### config.mk
export PLATFORM = sky130hd
export DESIGN_NAME = echo_distance_median_top
export DESIGN_NICKNAME = d
export VERILOG_FILES = /design/src/rtl/edm_pkg.sv /design/src/rtl/edm_ram.sv /design/src/rtl/echo_distance_median_top.sv
export SDC_FILE = /design/constraint.sdc
export NUM_CORES = 1
export LEC_CHECK = 0
export BUFFER_PORTS_ARGS = -buffer_cell sky130_fd_sc_hd__buf_2
export CORE_ASPECT_RATIO = 0.7
export CORE_UTILIZATION = 40
export DETAILED_ROUTE_END_ITERATION = 6
export HOLD_SLACK_MARGIN = 0.12
export PLACE_DENSITY = 0.54
export SYNTH_ARGS = -nofsm -noshare
export SYNTH_HDL_FRONTEND = slang
export SYNTH_SLANG_ARGS = --single-unit
### constraint.sdc
create_clock -name clk_i -period 5.7 [get_ports clk_i]
set_input_delay 0.285 -clock clk_i [delete_from_list [all_inputs] [get_ports clk_i]]
set_output_delay 0.285 -clock clk_i [all_outputs]
set_load 0.01 [all_outputs]
### src/rtl/edm_pkg.sv
// Package: shared widths, constants and register codes of the echo distance median block.
`timescale 1ns / 1ps

package edm_pkg;

  localparam int unsigned EchoW    = 15;
  localparam int unsigned DistW    = 10;
  localparam int unsigned FactorW  = 12;
  localparam int unsigned SamplesW = 4;
  localparam int unsigned FracBits = 16;
  localparam int unsigned ProdW    = EchoW + FactorW;
  localparam int unsigned CfgIdxW  = 2;

  localparam logic [DistW-1:0] DistMax = {DistW{1'b1}};

  localparam logic [SamplesW-1:0] SamplesRst = SamplesW'(5);
  localparam logic [DistW-1:0]    ErrDistRst = DistW'(999);
  localparam logic [FactorW-1:0]  FactorRst  = FactorW'(1124);

  typedef enum logic [CfgIdxW-1:0] {
    CfgSamples = 2'd0,
    CfgErrDist = 2'd1,
    CfgFactor  = 2'd2,
    CfgUnused  = 2'd3
  } cfg_idx_e;

endpackage

### src/rtl/edm_ram.sv
// Generic single-port RAM with registered read data.
`timescale 1ns / 1ps

module edm_ram #(
  parameter int unsigned Width = 10,
  parameter int unsigned Depth = 8,
  localparam int unsigned AddrW = (Depth > 1) ? $clog2(Depth) : 1
) (
  input  logic             clk_i,
  input  logic             we_i,
  input  logic [AddrW-1:0] addr_i,
  input  logic [Width-1:0] wdata_i,
  output logic [Width-1:0] rdata_o
);

  logic [Width-1:0] mem [Depth];

  always_ff @(posedge clk_i) begin
    if (we_i) begin
      mem[addr_i] <= wdata_i;
    end
    rdata_o <= mem[addr_i];
  end

endmodule

### src/rtl/echo_distance_median_top.sv
// Top level: echo duration to distance conversion, batch store and rank-count median.
//
//   channel   direction  handshake                fields
//   in        input      in_valid_i / in_stall_o  echo_us_i
//   out       output     out_valid_o / out_stall_i median_cm_o
//   cfg       input      cfg_valid_i / cfg_ready_o cfg_index_i, cfg_data_i
//
// An item that does not close a batch is written to the store.
// An item that closes a batch of n starts a rank scan over the store RAM, in which the single
// RAM port reads every entry once per candidate.
// in_stall_o is high during the scan and while a finished median waits for the output slot.
// Reset clears the batch count, the output slot and loads the register defaults.
`timescale 1ns / 1ps

module echo_distance_median_top #(
  parameter int unsigned MAX_SAMPLES = 8
) (
  input  logic                        clk_i,
  input  logic                        rst_ni,
  input  logic                        in_valid_i,
  output logic                        in_stall_o,
  input  logic [edm_pkg::EchoW-1:0]   echo_us_i,
  output logic                        out_valid_o,
  input  logic                        out_stall_i,
  output logic [edm_pkg::DistW-1:0]   median_cm_o,
  input  logic                        cfg_valid_i,
  output logic                        cfg_ready_o,
  input  logic [edm_pkg::CfgIdxW-1:0] cfg_index_i,
  input  logic [edm_pkg::FactorW-1:0] cfg_data_i
);

  localparam int unsigned CntW = $clog2(MAX_SAMPLES + 1);
  localparam int unsigned IdxW = (MAX_SAMPLES > 1) ? $clog2(MAX_SAMPLES) : 1;
  localparam int unsigned NW   = (CntW > edm_pkg::SamplesW) ? CntW : edm_pkg::SamplesW;
  localparam logic [CntW-1:0] MaxCnt  = CntW'(MAX_SAMPLES);
  localparam logic [CntW-1:0] LastCnt = CntW'(MAX_SAMPLES - 1);
  localparam logic [NW-1:0]   MaxN    = NW'(MAX_SAMPLES);

  localparam logic [2:0] S_IDLE  = 3'd0;
  localparam logic [2:0] S_CAND  = 3'd1;
  localparam logic [2:0] S_CLOAD = 3'd2;
  localparam logic [2:0] S_SCAN  = 3'd3;
  localparam logic [2:0] S_FIN   = 3'd4;

  logic [edm_pkg::SamplesW-1:0] samples_q;
  logic [edm_pkg::DistW-1:0]    err_dist_q;
  logic [edm_pkg::FactorW-1:0]  factor_q;

  logic [2:0]                 state_q, state_d;
  logic [CntW-1:0]            count_q, count_d;
  logic [CntW-1:0]            n_q, n_d;
  logic [CntW-1:0]            i_q, i_d;
  logic [CntW-1:0]            j_q, j_d;
  logic [CntW-1:0]            rank_q, rank_d;
  logic [edm_pkg::DistW-1:0]  cand_q, cand_d;
  logic [edm_pkg::DistW-1:0]  hi_q, hi_d;
  logic [edm_pkg::DistW-1:0]  lo_q, lo_d;
  logic                       found_q, found_d;
  logic                       out_valid_q, out_valid_d;
  logic [edm_pkg::DistW-1:0]  median_q, median_d;

  logic                       in_acc;
  logic [NW-1:0]              n_len;
  logic [CntW-1:0]            slot;
  logic [CntW-1:0]            count_new;
  logic [edm_pkg::ProdW-1:0]  prod;
  logic [edm_pkg::DistW-1:0]  sample_cm;
  logic                       ram_we;
  logic [CntW-1:0]            ram_addr;
  logic [edm_pkg::DistW-1:0]  ram_rdata;
  logic                       hit;
  logic [CntW-1:0]            rank_fin;
  logic [CntW-1:0]            k_hi;
  logic [CntW-1:0]            k_lo;
  logic [edm_pkg::DistW:0]    pair_sum;
  logic                       out_free;

  assign cfg_ready_o = 1'b1;
  assign in_stall_o  = (state_q != S_IDLE);
  assign in_acc      = in_valid_i && !in_stall_o;
  assign out_valid_o = out_valid_q;
  assign median_cm_o = median_q;
  assign out_free    = !out_valid_q || !out_stall_i;

  always_ff @(posedge clk_i or negedge rst_ni) begin
    if (!rst_ni) begin
      samples_q  <= edm_pkg::SamplesRst;
      err_dist_q <= edm_pkg::ErrDistRst;
      factor_q   <= edm_pkg::FactorRst;
    end else if (cfg_valid_i && cfg_ready_o) begin
      case (cfg_index_i)
        edm_pkg::CfgSamples: samples_q  <= cfg_data_i[edm_pkg::SamplesW-1:0];
        edm_pkg::CfgErrDist: err_dist_q <= cfg_data_i[edm_pkg::DistW-1:0];
        edm_pkg::CfgFactor:  factor_q   <= cfg_data_i;
        default: ;
      endcase
    end
  end

  // batch length: zero acts as one, clamp to store depth
  always_comb begin
    n_len = NW'(samples_q);
    if (n_len == '0) begin
      n_len = NW'(1);
    end else if (n_len > MaxN) begin
      n_len = MaxN;
    end
  end

  assign slot      = (count_q >= MaxCnt) ? LastCnt : count_q;
  assign count_new = CntW'(slot + 1'b1);

  assign prod = edm_pkg::ProdW'(echo_us_i) * edm_pkg::ProdW'(factor_q);
  always_comb begin
    if (echo_us_i == '0) begin
      sample_cm = err_dist_q;
    end else if (prod[edm_pkg::ProdW-1:edm_pkg::FracBits] >
                 (edm_pkg::ProdW - edm_pkg::FracBits)'(edm_pkg::DistMax)) begin
      sample_cm = edm_pkg::DistMax;
    end else begin
      sample_cm = prod[edm_pkg::FracBits +: edm_pkg::DistW];
    end
  end

  // stable rank: smaller values, plus equal values at lower index
  assign hit      = (ram_rdata < cand_q) || ((ram_rdata == cand_q) && (j_q < i_q));
  assign rank_fin = CntW'(rank_q + CntW'(hit));
  assign k_hi     = n_q >> 1;
  assign k_lo     = CntW'(k_hi - 1'b1);
  assign pair_sum = (edm_pkg::DistW + 1)'(hi_q) + (edm_pkg::DistW + 1)'(lo_q);

  always_comb begin
    state_d     = state_q;
    count_d     = count_q;
    n_d         = n_q;
    i_d         = i_q;
    j_d         = j_q;
    rank_d      = rank_q;
    cand_d      = cand_q;
    hi_d        = hi_q;
    lo_d        = lo_q;
    found_d     = found_q;
    median_d    = median_q;
    out_valid_d = out_valid_q && out_stall_i;
    ram_we      = 1'b0;
    ram_addr    = slot;
    case (state_q)
      S_IDLE: begin
        if (in_acc) begin
          ram_we = 1'b1;
          if (NW'(count_new) >= n_len) begin
            count_d = '0;
            n_d     = n_len[CntW-1:0];
            i_d     = '0;
            found_d = 1'b0;
            state_d = S_CAND;
          end else begin
            count_d = count_new;
          end
        end
      end
      S_CAND: begin
        ram_addr = i_q;
        state_d  = S_CLOAD;
      end
      S_CLOAD: begin
        ram_addr = '0;
        cand_d   = ram_rdata;
        j_d      = '0;
        rank_d   = '0;
        state_d  = S_SCAN;
      end
      S_SCAN: begin
        ram_addr = CntW'(j_q + 1'b1);
        rank_d   = rank_fin;
        j_d      = CntW'(j_q + 1'b1);
        if (CntW'(j_q + 1'b1) == n_q) begin
          if (rank_fin == k_hi) begin
            hi_d    = cand_q;
            found_d = 1'b1;
          end
          if (rank_fin == k_lo) begin
            lo_d = cand_q;
          end
          i_d = CntW'(i_q + 1'b1);
          state_d = (CntW'(i_q + 1'b1) == n_q) ? S_FIN : S_CAND;
        end
      end
      S_FIN: begin
        if (out_free) begin
          median_d    = n_q[0] ? hi_q : pair_sum[edm_pkg::DistW:1];
          out_valid_d = 1'b1;
          state_d     = S_IDLE;
        end
      end
      default: state_d = S_IDLE;
    endcase
  end

  edm_ram #(
    .Width (edm_pkg::DistW),
    .Depth (MAX_SAMPLES)
  ) u_store (
    .clk_i   (clk_i),
    .we_i    (ram_we),
    .addr_i  (ram_addr[IdxW-1:0]),
    .wdata_i (sample_cm),
    .rdata_o (ram_rdata)
  );

  always_ff @(posedge clk_i or negedge rst_ni) begin
    if (!rst_ni) begin
      state_q     <= S_IDLE;
      count_q     <= '0;
      out_valid_q <= 1'b0;
      found_q     <= 1'b0;
    end else begin
      state_q     <= state_d;
      count_q     <= count_d;
      out_valid_q <= out_valid_d;
      found_q     <= found_d;
    end
  end

  always_ff @(posedge clk_i) begin
    n_q      <= n_d;
    i_q      <= i_d;
    j_q      <= j_d;
    rank_q   <= rank_d;
    cand_q   <= cand_d;
    hi_q     <= hi_d;
    lo_q     <= lo_d;
    median_q <= median_d;
  end

  a_count_range: assert property (@(posedge clk_i) disable iff (!rst_ni)
    count_q <= MaxCnt)
    else $error("batch count beyond store depth");

  a_rise_from_fin: assert property (@(posedge clk_i) disable iff (!rst_ni)
    $rose(out_valid_q) |-> $past(state_q) == S_FIN)
    else $error("median presented outside finish step");

  a_median_found: assert property (@(posedge clk_i) disable iff (!rst_ni)
    state_q == S_FIN |-> found_q)
    else $error("no entry ranked at the middle");

  a_batch_restart: assert property (@(posedge clk_i) disable iff (!rst_ni)
    (state_q == S_IDLE) && (state_d == S_CAND) |=> count_q == '0)
    else $error("batch count not cleared on close");

endmodule

==> flow_summary.toml, run 1 <==
[die]
fp.dieH_um = 154
core_area_mm2 = 0.0324
fp-row-count = 55
ioPinCount = 47
fp.dieW_um = 219
initial_utilization_pct = 40.8
dieArea_mm2 = 0.0338

[logic_synthesis]
ys_types = 54
netlist_area_mm2 = 0.0132
synth_top_family_by_area = "adder cells"
synth.avg_cell_area_um2 = 10.4
synth_top_area_cell = "edfxtp_1"
synth_warnings = 0
synth_compound_area_share_pct = 5.76
yosysSeqAreaShare_pct = 38.9
synth_cells = 1268
synth_top_area_share_pct = 30.9
synth-edff-count = 136
ys_seq_elements = 180
async_flop_share_pct = 18.9
synthSimpleGateAreaFrac_pct = 15.0
synthXorXnorAreaFrac_pct = 2.51
synth_mux_area_share_pct = 2.28
yosys_most_used_dff = "edfxtp_1"
syn-num-nets = 1525
synth_area_leaders = "edfxtp_1 31%, fa_1 20%, ha_1 8.8%"
synthAdderAreaFrac_pct = 28.4

[worst_setup_path]
cp_slowest_stage_delay_ps = 610
crit_end = "u_store.mem[6][1]$_DFFE_PP_"
worst_setup_path_start_kind = "flop"
cp_top_family = "adder cells"
cp-end-kind = "flop"
rr_worst_depth = 22
reg2reg_slack_ps = -20
worstSetupPathDepth = 22
crit_path_start = "factor_q[10]$_DFFE_PN1P_"
crit_path_cell_trace = "buf_6, buf_4, and2_4, fa_1, fa_1, fa_1, fa_1, inv_1, fa_1, inv_2, ha_4, o21ai_1, o21ai_1, a21oi_4, o21ai_4, o21ai_2, a21oi_2, buf_4, a31oi_4, o41ai_4, buf_6, o22a_4"
crit_fanout = 8
r2r_end = "u_store.mem[6][1]$_DFFE_PP_"
slowest_stage = "dfstp_2"
r2r-start = "factor_q[10]$_DFFE_PN1P_"
cpMostUsedCell = "fa_1"
required_ps = 5890
worst-path-buf-inv = 6
worstSetupPathType = "reg2reg"
worstPathArrival_ps = 5910

[final_layout]
layout_common_cells = "238 x nand2_1, 185 x inv_1, 136 x edfxtp_1"
fin_nets = 1662
layout-drive-gt1-share_pct = 22.8
final_common_cell = "nand2_1"
antenna_cells = 0
syn_to_final_growth_pct = 20.0

[grt]
grt-ovfl-total = 0
grt_pass1_wl_um = 51400
grt_antenna_before_repair = 3
track_usage_pct = 20.0
grt_max_degree = 43
grt_pass1_vias = 9277

[sta]
setup_ws_ps = -18.0
period_share_pct = 100
finalCriticalPeriod_ps = 5720
worst_clock_skew_ps = 10.1
max_slew_margin_pct = 15.1
maxSlewViolCount = 0
max_freq_mhz = 175
rsz0062_at_grt = "true"
timing.final.hold_violations = 0
tightest_slew_ps = 1270
setup_viol = 31

[route]
drt_iter0_markers = 554
drc = 0
first_pass_iters = 7
ant_nets = 0
drt-total-wl_um = 31200
wl_per_cell_um = 16.9
num_vias = 9149
via_per_inst = 4.96

[status]
status = "finished with violations"
violations = "negative setup slack"

[place]
preCtsSetupSlack_ps = -657
routabilityCongestion = 0.809
port_buffers = 45
dp_hpwl_um = 23600

[cts]
cts-root-buf = "clkbuf_16"
cts.sinks = 180
cts_max_path_buffers = 2
path_clk_slew_ps = 70
insertion_delay_ps = 450
cts_buffers = 17
cts_htree_levels = 4
tritoncts = "built"

[hold_path]
hold_class = "in2reg"

[job]
drv_cap = 0
-- state kept, by name (all words and copies together), names as in the netlist --
| register | cells |
|---|---|
| lo_q | 10 |
| j_q | 4 |
| samples_q | 4 |
| out_valid_o | 1 |
| err_dist_q | 10 |
| n_q | 4 |
| median_cm_o | 10 |
| factor_q | 12 |
| u_store.rdata_o | 10 |
| i_q | 4 |
| cand_q | 10 |
| count_q | 4 |
| u_store.mem | 80 |
| rank_q | 4 |
| hi_q | 10 |
| state_q | 3 |
-- cell families (layout without fill, tap and decap cells) --
family,Yosys count,after routing
other,1,1
multiplexers,27,27
AND/OR/NAND/NOR,437,437
flip-flops,180,180
AO/OA/AOI/OAI,115,115
XOR/XNOR,38,38
buffers and inverters,247,397
adder cells (fa/ha/maj),223,223
-- metal layers --
| layer | vias to the layer above | part of all wire, % | GRT usage, % |
|---|---|---|---|
| met5 | - | 0 | 0 |
| li1 | 4398 | - | - |
| met4 | 0 | 1.0 | 4.76 |
| met2 | 201 | 42 | 28.4 |
| met3 | 20 | 4.5 | 3.03 |
| met1 | 4530 | 53 | 31.4 |
-- Yosys cell counts, types with 4 or more instances --
cell	instances
nand2_1	243
inv_1	194
edfxtp_1	136
fa_1	130
ha_1	93
and2_1	61
nand3_1	54
clkbuf_1	51
o21ai_0	39
nor2_1	27
mux2_2	25
xnor2_1	23
a21oi_1	20
dfrtp_1	20
xor2_1	15
dfstp_2	14
nor3_1	13
dfxtp_1	10
o22a_1	10
nand2b_1	8
o21a_1	8
nor4_1	7
nor2b_1	6
nand4_1	5
and3_1	4
o22ai_1	4
o31ai_1	4
-- through the flow --
step / utilization [%] / hold WS, ps / instances / setup TNS, ps / area, um2
2_1_floorplan: - / -10.6 / 1268 / 0 / 13300
3_3_place_gp: 44.9 / 417 / 1782 / -39030 / 14600
3_5_place_dp: 44.9 / 420 / 1782 / -48740 / 14600
4_1_cts: 48.4 / 124 / 1842 / -608 / 15700
5_1_grt: 49.0 / 131 / 1845 / -14050 / 15900
6_report: 49.0 / 138 / 1845 / -339 / 15900
-- layout make-up --
class,count,area [um2]
well taps,427,534
inverters,194,728
multi-input cells,841,7690
repair buffers,171,1220
flip-flops and latches,180,5160
clock inverters,13,116
fillers,2952,16500
clock buffers,19,433
-- how the worst min path moves through the flow --
stage / cells after the start / to / slack, ps / startpoint
after CTS: 2 / err_dist_q[9]$_DFFE_PN1P_ / 120 / cfg_data_i[9]
after global routing: 2 / err_dist_q[9]$_DFFE_PN1P_ / 130 / cfg_data_i[9]
after floorplan: 0 / count_q[0]$_DFFE_PN0P_ / -10 / rst_ni
after detailed placement: 0 / cand_q[0]$_DFFE_PP_ / 420 / u_store.rdata_o[0]$_DFF_P_
final: 2 / err_dist_q[9]$_DFFE_PN1P_ / 140 / cfg_data_i[9]
after global placement: 0 / cand_q[0]$_DFFE_PP_ / 420 / u_store.rdata_o[0]$_DFF_P_
-- what timing repair did --
| item | 4_1_cts | 5_1_grt |
|---|---|---|
| setup buffers | 20 | 3 |
| gates cloned | 0 | 0 |
| hold buffers | 8 | 0 |
| hold endpoints to repair | 28 | 0 |
| resized for setup | 84 | 26 |
| setup endpoints to repair | 80 | 80 |
| pin swaps | 86 | 29 |
Power of run 1 is not shown: default switching activity piles up to over one toggle a cycle in this logic, so the estimate is an artifact.
==> run 2, diff against run 1 <==
--- a/config.mk
+++ b/config.mk
@@ -11,6 +11,7 @@
 export DETAILED_ROUTE_END_ITERATION = 6
 export HOLD_SLACK_MARGIN = 0.12
 export PLACE_DENSITY = 0.54
+export SKIP_CTS_REPAIR_TIMING = 1
 export SYNTH_ARGS = -nofsm -noshare
 export SYNTH_HDL_FRONTEND = slang
 export SYNTH_SLANG_ARGS = --single-unit
==> constraint.sdc (replaced) <==
create_clock -name clk_i -period 5.7 [get_ports clk_i]
set_input_delay 0.285 -clock clk_i [delete_from_list [all_inputs] [get_ports clk_i]]
set_output_delay 0.285 -clock clk_i [all_outputs]
set_load 0.02 [all_outputs]
==> run 2 against run 1 <==
  * Count of clock-buffer cells in the layout unchanged
  * Wire length decreased by 1.2%
  * Sequential share of layout area is 0.55 points higher
  * The flow still finishes with violations (negative setup slack)
  * Hold slack worse by 9.9 ps
  * Critical path depth decreased by 1
  * Core utilization shrank 0.83 points
  * Largest cell class unchanged
  * Non-clock buffer count is 11 lower
  * Setup slack got worse by 130 ps
==> flow_summary.toml, run 2 (same netlist as run 1, synthesis figures left out) <==
[die]
ioPinCount = 47
fp.dieW_um = 219
fp-row-count = 55
core_area_mm2 = 0.0324
fp.dieH_um = 154
initial_utilization_pct = 40.8
dieArea_mm2 = 0.0338

[worst_setup_path]
worstSetupPathType = "reg2reg"
crit_path_cell_trace = "nand2_2, fa_1, inv_1, fa_1, fa_1, fa_1, inv_1, fa_1, inv_1, ha_2, a211oi_2, o21ai_2, nor4_2, o21ai_2, o21ai_2, a21oi_2, buf_4, a31oi_4, o41ai_4, buf_4, o22a_4"
cpMostUsedCell = "fa_1"
cp_slowest_stage_delay_ps = 630
cp_top_family = "adder cells"
required_ps = 5890
worst_setup_path_start_kind = "flop"
crit_fanout = 8
worstPathArrival_ps = 6040
worst-path-buf-inv = 5
slowest_stage = "dfstp_2"
cp-end-kind = "flop"

[sta]
setup_ws_ps = -148
worst_clock_skew_ps = 10.4
timing.final.hold_violations = 0
finalCriticalPeriod_ps = 5850
setup_viol = 80
rsz0062_at_grt = "true"
period_share_pct = 103
tightest_slew_ps = 1260
max_slew_margin_pct = 16.3
maxSlewViolCount = 0
max_freq_mhz = 171

[grt]
grt_max_degree = 43
grt_pass1_vias = 9026
grt_antenna_before_repair = 3
grt-ovfl-total = 0
grt_pass1_wl_um = 50000
track_usage_pct = 19.4

[route]
drc = 0
num_vias = 9062
wl_per_cell_um = 16.8
via_per_inst = 4.94
drt_iter0_markers = 513
ant_nets = 0
drt-total-wl_um = 30900
first_pass_iters = 5

[place]
routabilityCongestion = 0.809
port_buffers = 45
dp_hpwl_um = 23600

[final_layout]
largest-register = "u_store.mem"
syn_to_final_growth_pct = 18.0
layout-drive-gt1-share_pct = 21.0
antenna_cells = 0
fin_util_pct = 48.2
largest_reg_flops = 80
final_common_cell = "nand2_1"
fill_cells = 2985
reg_top3 = "u_store.mem: 80 flops, factor_q: 12 flops"
ff_latch_area_mm2 = 0.00516
multi_input_area_mm2 = 0.00752
layout_common_cells = "238 x nand2_1, 189 x inv_1, 136 x edfxtp_1"
fin_nets = 1651

[hold_path]
hold_class = "in2reg"

[cts]
insertion_delay_ps = 450
cts_htree_levels = 4
path_clk_slew_ps = 70
cts-root-buf = "clkbuf_16"
cts.sinks = 180
cts_buffers = 17
cts_max_path_buffers = 2
tritoncts = "built"

[job]
drv_cap = 0

[status]
status = "finished with violations"
violations = "negative setup slack"
run 2: cell count changes in the layout (fill, tap and decap cells not counted), moves of 3 or more:
cell | previous run | this run
ha_4 | 15 | 6
and2_4 | 6 | 3
buf_4 | 109 | 103
and2_1 | 55 | 58
ha_1 | 76 | 85
inv_2 | 9 | 5
buf_6 | 9 | 6
inv_1 | 185 | 189
run 2: through the flow:
step | cell area (um2) | setup slack (ps) | hold WS, ps | cells | TNS, ps
final | 15600 | -148 | 128 | 1834 | -10500
after global routing | 15600 | -329 | 124 | 1834 | -24530
after floorplan | 13300 | 0.594 | -10.6 | 1268 | 0
after global placement | 14600 | -516 | 417 | 1782 | -39030
after CTS | 15100 | -696 | -3.67 | 1814 | -51730
after detailed placement | 14600 | -657 | 420 | 1782 | -48740
run 2: layer usage:
layer  wire length [um]  global-route usage, %  vias up
li1                   -                      -     4368
met1              16400                   30.9     4473
met2              12800                   27.3      199
met3               1340                   3.05       22
met4                346                   4.46        0
met5                  0                      0        -
run 2: cell type report:
class                           instances  share of cell area, %
Tap cell                              427                   3.42
Timing Repair Buffer                  160                   7.21
Multi-Input combinational cell        841                   48.2
Clock buffer                           19                   2.77
Clock inverter                         13                  0.745
Sequential cell                       180                   33.0
Inverter                              194                   4.66
run 2: final timing paths:
path	end	slack, ps	from	cells past startpoint
max	u_store.mem[0][3]$_DFFE_PP_	-150	factor_q[6]$_DFFE_PN1P_	21
min	factor_q[4]$_DFFE_PN0P_	130	cfg_data_i[4]	2
max reg2reg	u_store.mem[0][3]$_DFFE_PP_	-150	factor_q[6]$_DFFE_PN1P_	21
min reg2reg	cand_q[0]$_DFFE_PP_	440	u_store.rdata_o[0]$_DFF_P_	0
max in group asynchronous	factor_q[3]$_DFFE_PN0P_	4510	rst_ni	2
min in group asynchronous	err_dist_q[4]$_DFFE_PN0P_	520	rst_ni	2
Power of run 2 is left out for the same reason.
==> run 3, diff against run 2 <==
--- a/config.mk
+++ b/config.mk
@@ -12,6 +12,7 @@
 export HOLD_SLACK_MARGIN = 0.12
 export PLACE_DENSITY = 0.54
 export SKIP_CTS_REPAIR_TIMING = 1
+export SKIP_LAST_GASP = 1
 export SYNTH_ARGS = -nofsm -noshare
 export SYNTH_HDL_FRONTEND = slang
 export SYNTH_SLANG_ARGS = --single-unit
==> constraint.sdc (replaced) <==
create_clock -name clk_i -period 5.7 [get_ports clk_i]
set_input_delay 0.855 -clock clk_i [delete_from_list [all_inputs] [get_ports clk_i]]
set_output_delay 0.855 -clock clk_i [all_outputs]
set_load 0.02 [all_outputs]
==> run 3 against run 2 <==
  * The flow still finishes with violations (negative setup slack)
  * Design area increased by 0.34%
  * Clock skew increased by 2.8 ps
  * Critical path type is now in2reg
  * Sequential share of layout area decreased by 0.13 points
  * Cell count decreased by 0.87%
==> flow_summary.toml, run 3 (same netlist as run 1, synthesis figures left out) <==
[worst_setup_path]
reg2reg_slack_ps = -140
worstPathArrival_ps = 6150
required_ps = 5980
rr_worst_depth = 22
crit_path_start = "echo_us_i[8]"
r2r-start = "factor_q[6]$_DFFE_PN1P_"
cp-end-kind = "flop"
worstSetupPathType = "in2reg"
worst_setup_path_start_kind = "input port"
r2r_end = "u_store.mem[1][7]$_DFFE_PP_"
crit_fanout = 8

[cts]
tritoncts = "built"
path_clk_slew_ps = 70
cts.sinks = 180
insertion_delay_ps = 430
cts_buffers = 17
cts_max_path_buffers = 2
cts-root-buf = "clkbuf_16"
cts_htree_levels = 4

[hold_path]
holdPathEnd = "cand_q[0]$_DFFE_PP_"
worstHoldStart = "u_store.rdata_o[0]$_DFF_P_"
hold_class = "reg2reg"
holdPathStages = 0

[sta]
rsz0062_at_grt = "true"
setup_ws_ps = -169
period_share_pct = 103
timing.final.hold_violations = 0
max_slew_margin_pct = 27.2
maxSlewViolCount = 0
max_freq_mhz = 170
tightest_slew_ps = 1090
holdWs_ps = 437
finalSetupTns_ps = -12200
finalCriticalPeriod_ps = 5870
worst_clock_skew_ps = 13.2
setup_viol = 80

[status]
status = "finished with violations"
violations = "negative setup slack"

[route]
via_per_inst = 4.86
drt_iter0_markers = 536
ant_nets = 0
drc = 0
drt-total-wl_um = 30100
num_vias = 8830
wl_per_cell_um = 16.5
first_pass_iters = 5

[final_layout]
reg_top3 = "u_store.mem: 80 flops, factor_q: 12 flops"
syn_to_final_growth_pct = 18.4
final_area_mm2 = 0.0157
multi_input_area_mm2 = 0.00755
antenna_cells = 0
largest_reg_flops = 80
layout_common_cells = "235 x nand2_1, 187 x inv_1, 136 x edfxtp_1"
ff_latch_area_mm2 = 0.00515
fin_nets = 1635
layout-drive-gt1-share_pct = 20.6
final_common_cell = "nand2_1"
fill_cells = 3006
fin_util_pct = 48.3
largest-register = "u_store.mem"

[die]
fp-row-count = 55
fp.dieW_um = 219
core_area_mm2 = 0.0324
fp.dieH_um = 154
ioPinCount = 47
initial_utilization_pct = 40.8
dieArea_mm2 = 0.0338

[place]
dp_hpwl_um = 23400
dpl-instance-area_mm2 = 0.0147
routabilityCongestion = 0.813
port_buffers = 45

[job]
drv_cap = 0

[grt]
grt_antenna_before_repair = 0
grt_max_degree = 43
grt_pass1_vias = 9130
grt-ovfl-total = 0
track_usage_pct = 18.9
grt_pass1_wl_um = 49500
-- run 3: area by class of cell --
cell class	count	area share, %
Timing Repair Buffer	144	7.12
Inverter	194	4.65
Clock buffer	18	2.74
Tap cell	427	3.41
Sequential cell	180	32.9
Multi-Input combinational cell	841	48.2
Clock inverter	14	1.01
-- run 3: metrics by stage --
| step | worst slack (ps) | instances |
|---|---|---|
| finish | -169 | 1818 |
| global route | -363 | 1818 |
| CTS | -525 | 1811 |
| detailed placement | -926 | 1779 |
| global placement | -873 | 1779 |
| floorplan | -96.0 | 1268 |
-- run 3: how the worst max path moves through the flow --
stage | end | depth (start not counted) | slack [ps]
after floorplan | u_store.mem[0][0]$_DFFE_PP_ | 19 | -100
after global placement | u_store.mem[3][0]$_DFFE_PP_ | 19 | -870
after detailed placement | u_store.mem[1][1]$_DFFE_PP_ | 19 | -930
after CTS | u_store.mem[3][0]$_DFFE_PP_ | 19 | -530
after global routing | u_store.mem[7][3]$_DFFE_PP_ | 22 | -360
final | u_store.mem[1][7]$_DFFE_PP_ | 21 | -170
-- run 3: critical path, stage by stage --
cell	delay [ps]
buf_4	150
buf_4	140
and2_1	150
fa_1	460
fa_1	570
fa_1	460
fa_1	550
inv_1	60
fa_1	510
inv_2	50
ha_4	240
a211oi_2	230
o21ai_1	100
a21oi_2	210
o21ai_4	110
o21ai_2	180
a21oi_2	90
buf_4	150
o41ai_4	460
clkbuf_16	250
o22a_4	170
-- run 3: routing by layer --
layer	track usage (%)	up-vias	part of all wire (%)
met3	2.56	18	4.2
li1	-	4346	-
met4	3.24	0	0.93
met2	28.9	164	43
met1	28.9	4302	52
met5	0	-	0
Power of run 3 is left out for the same reason.
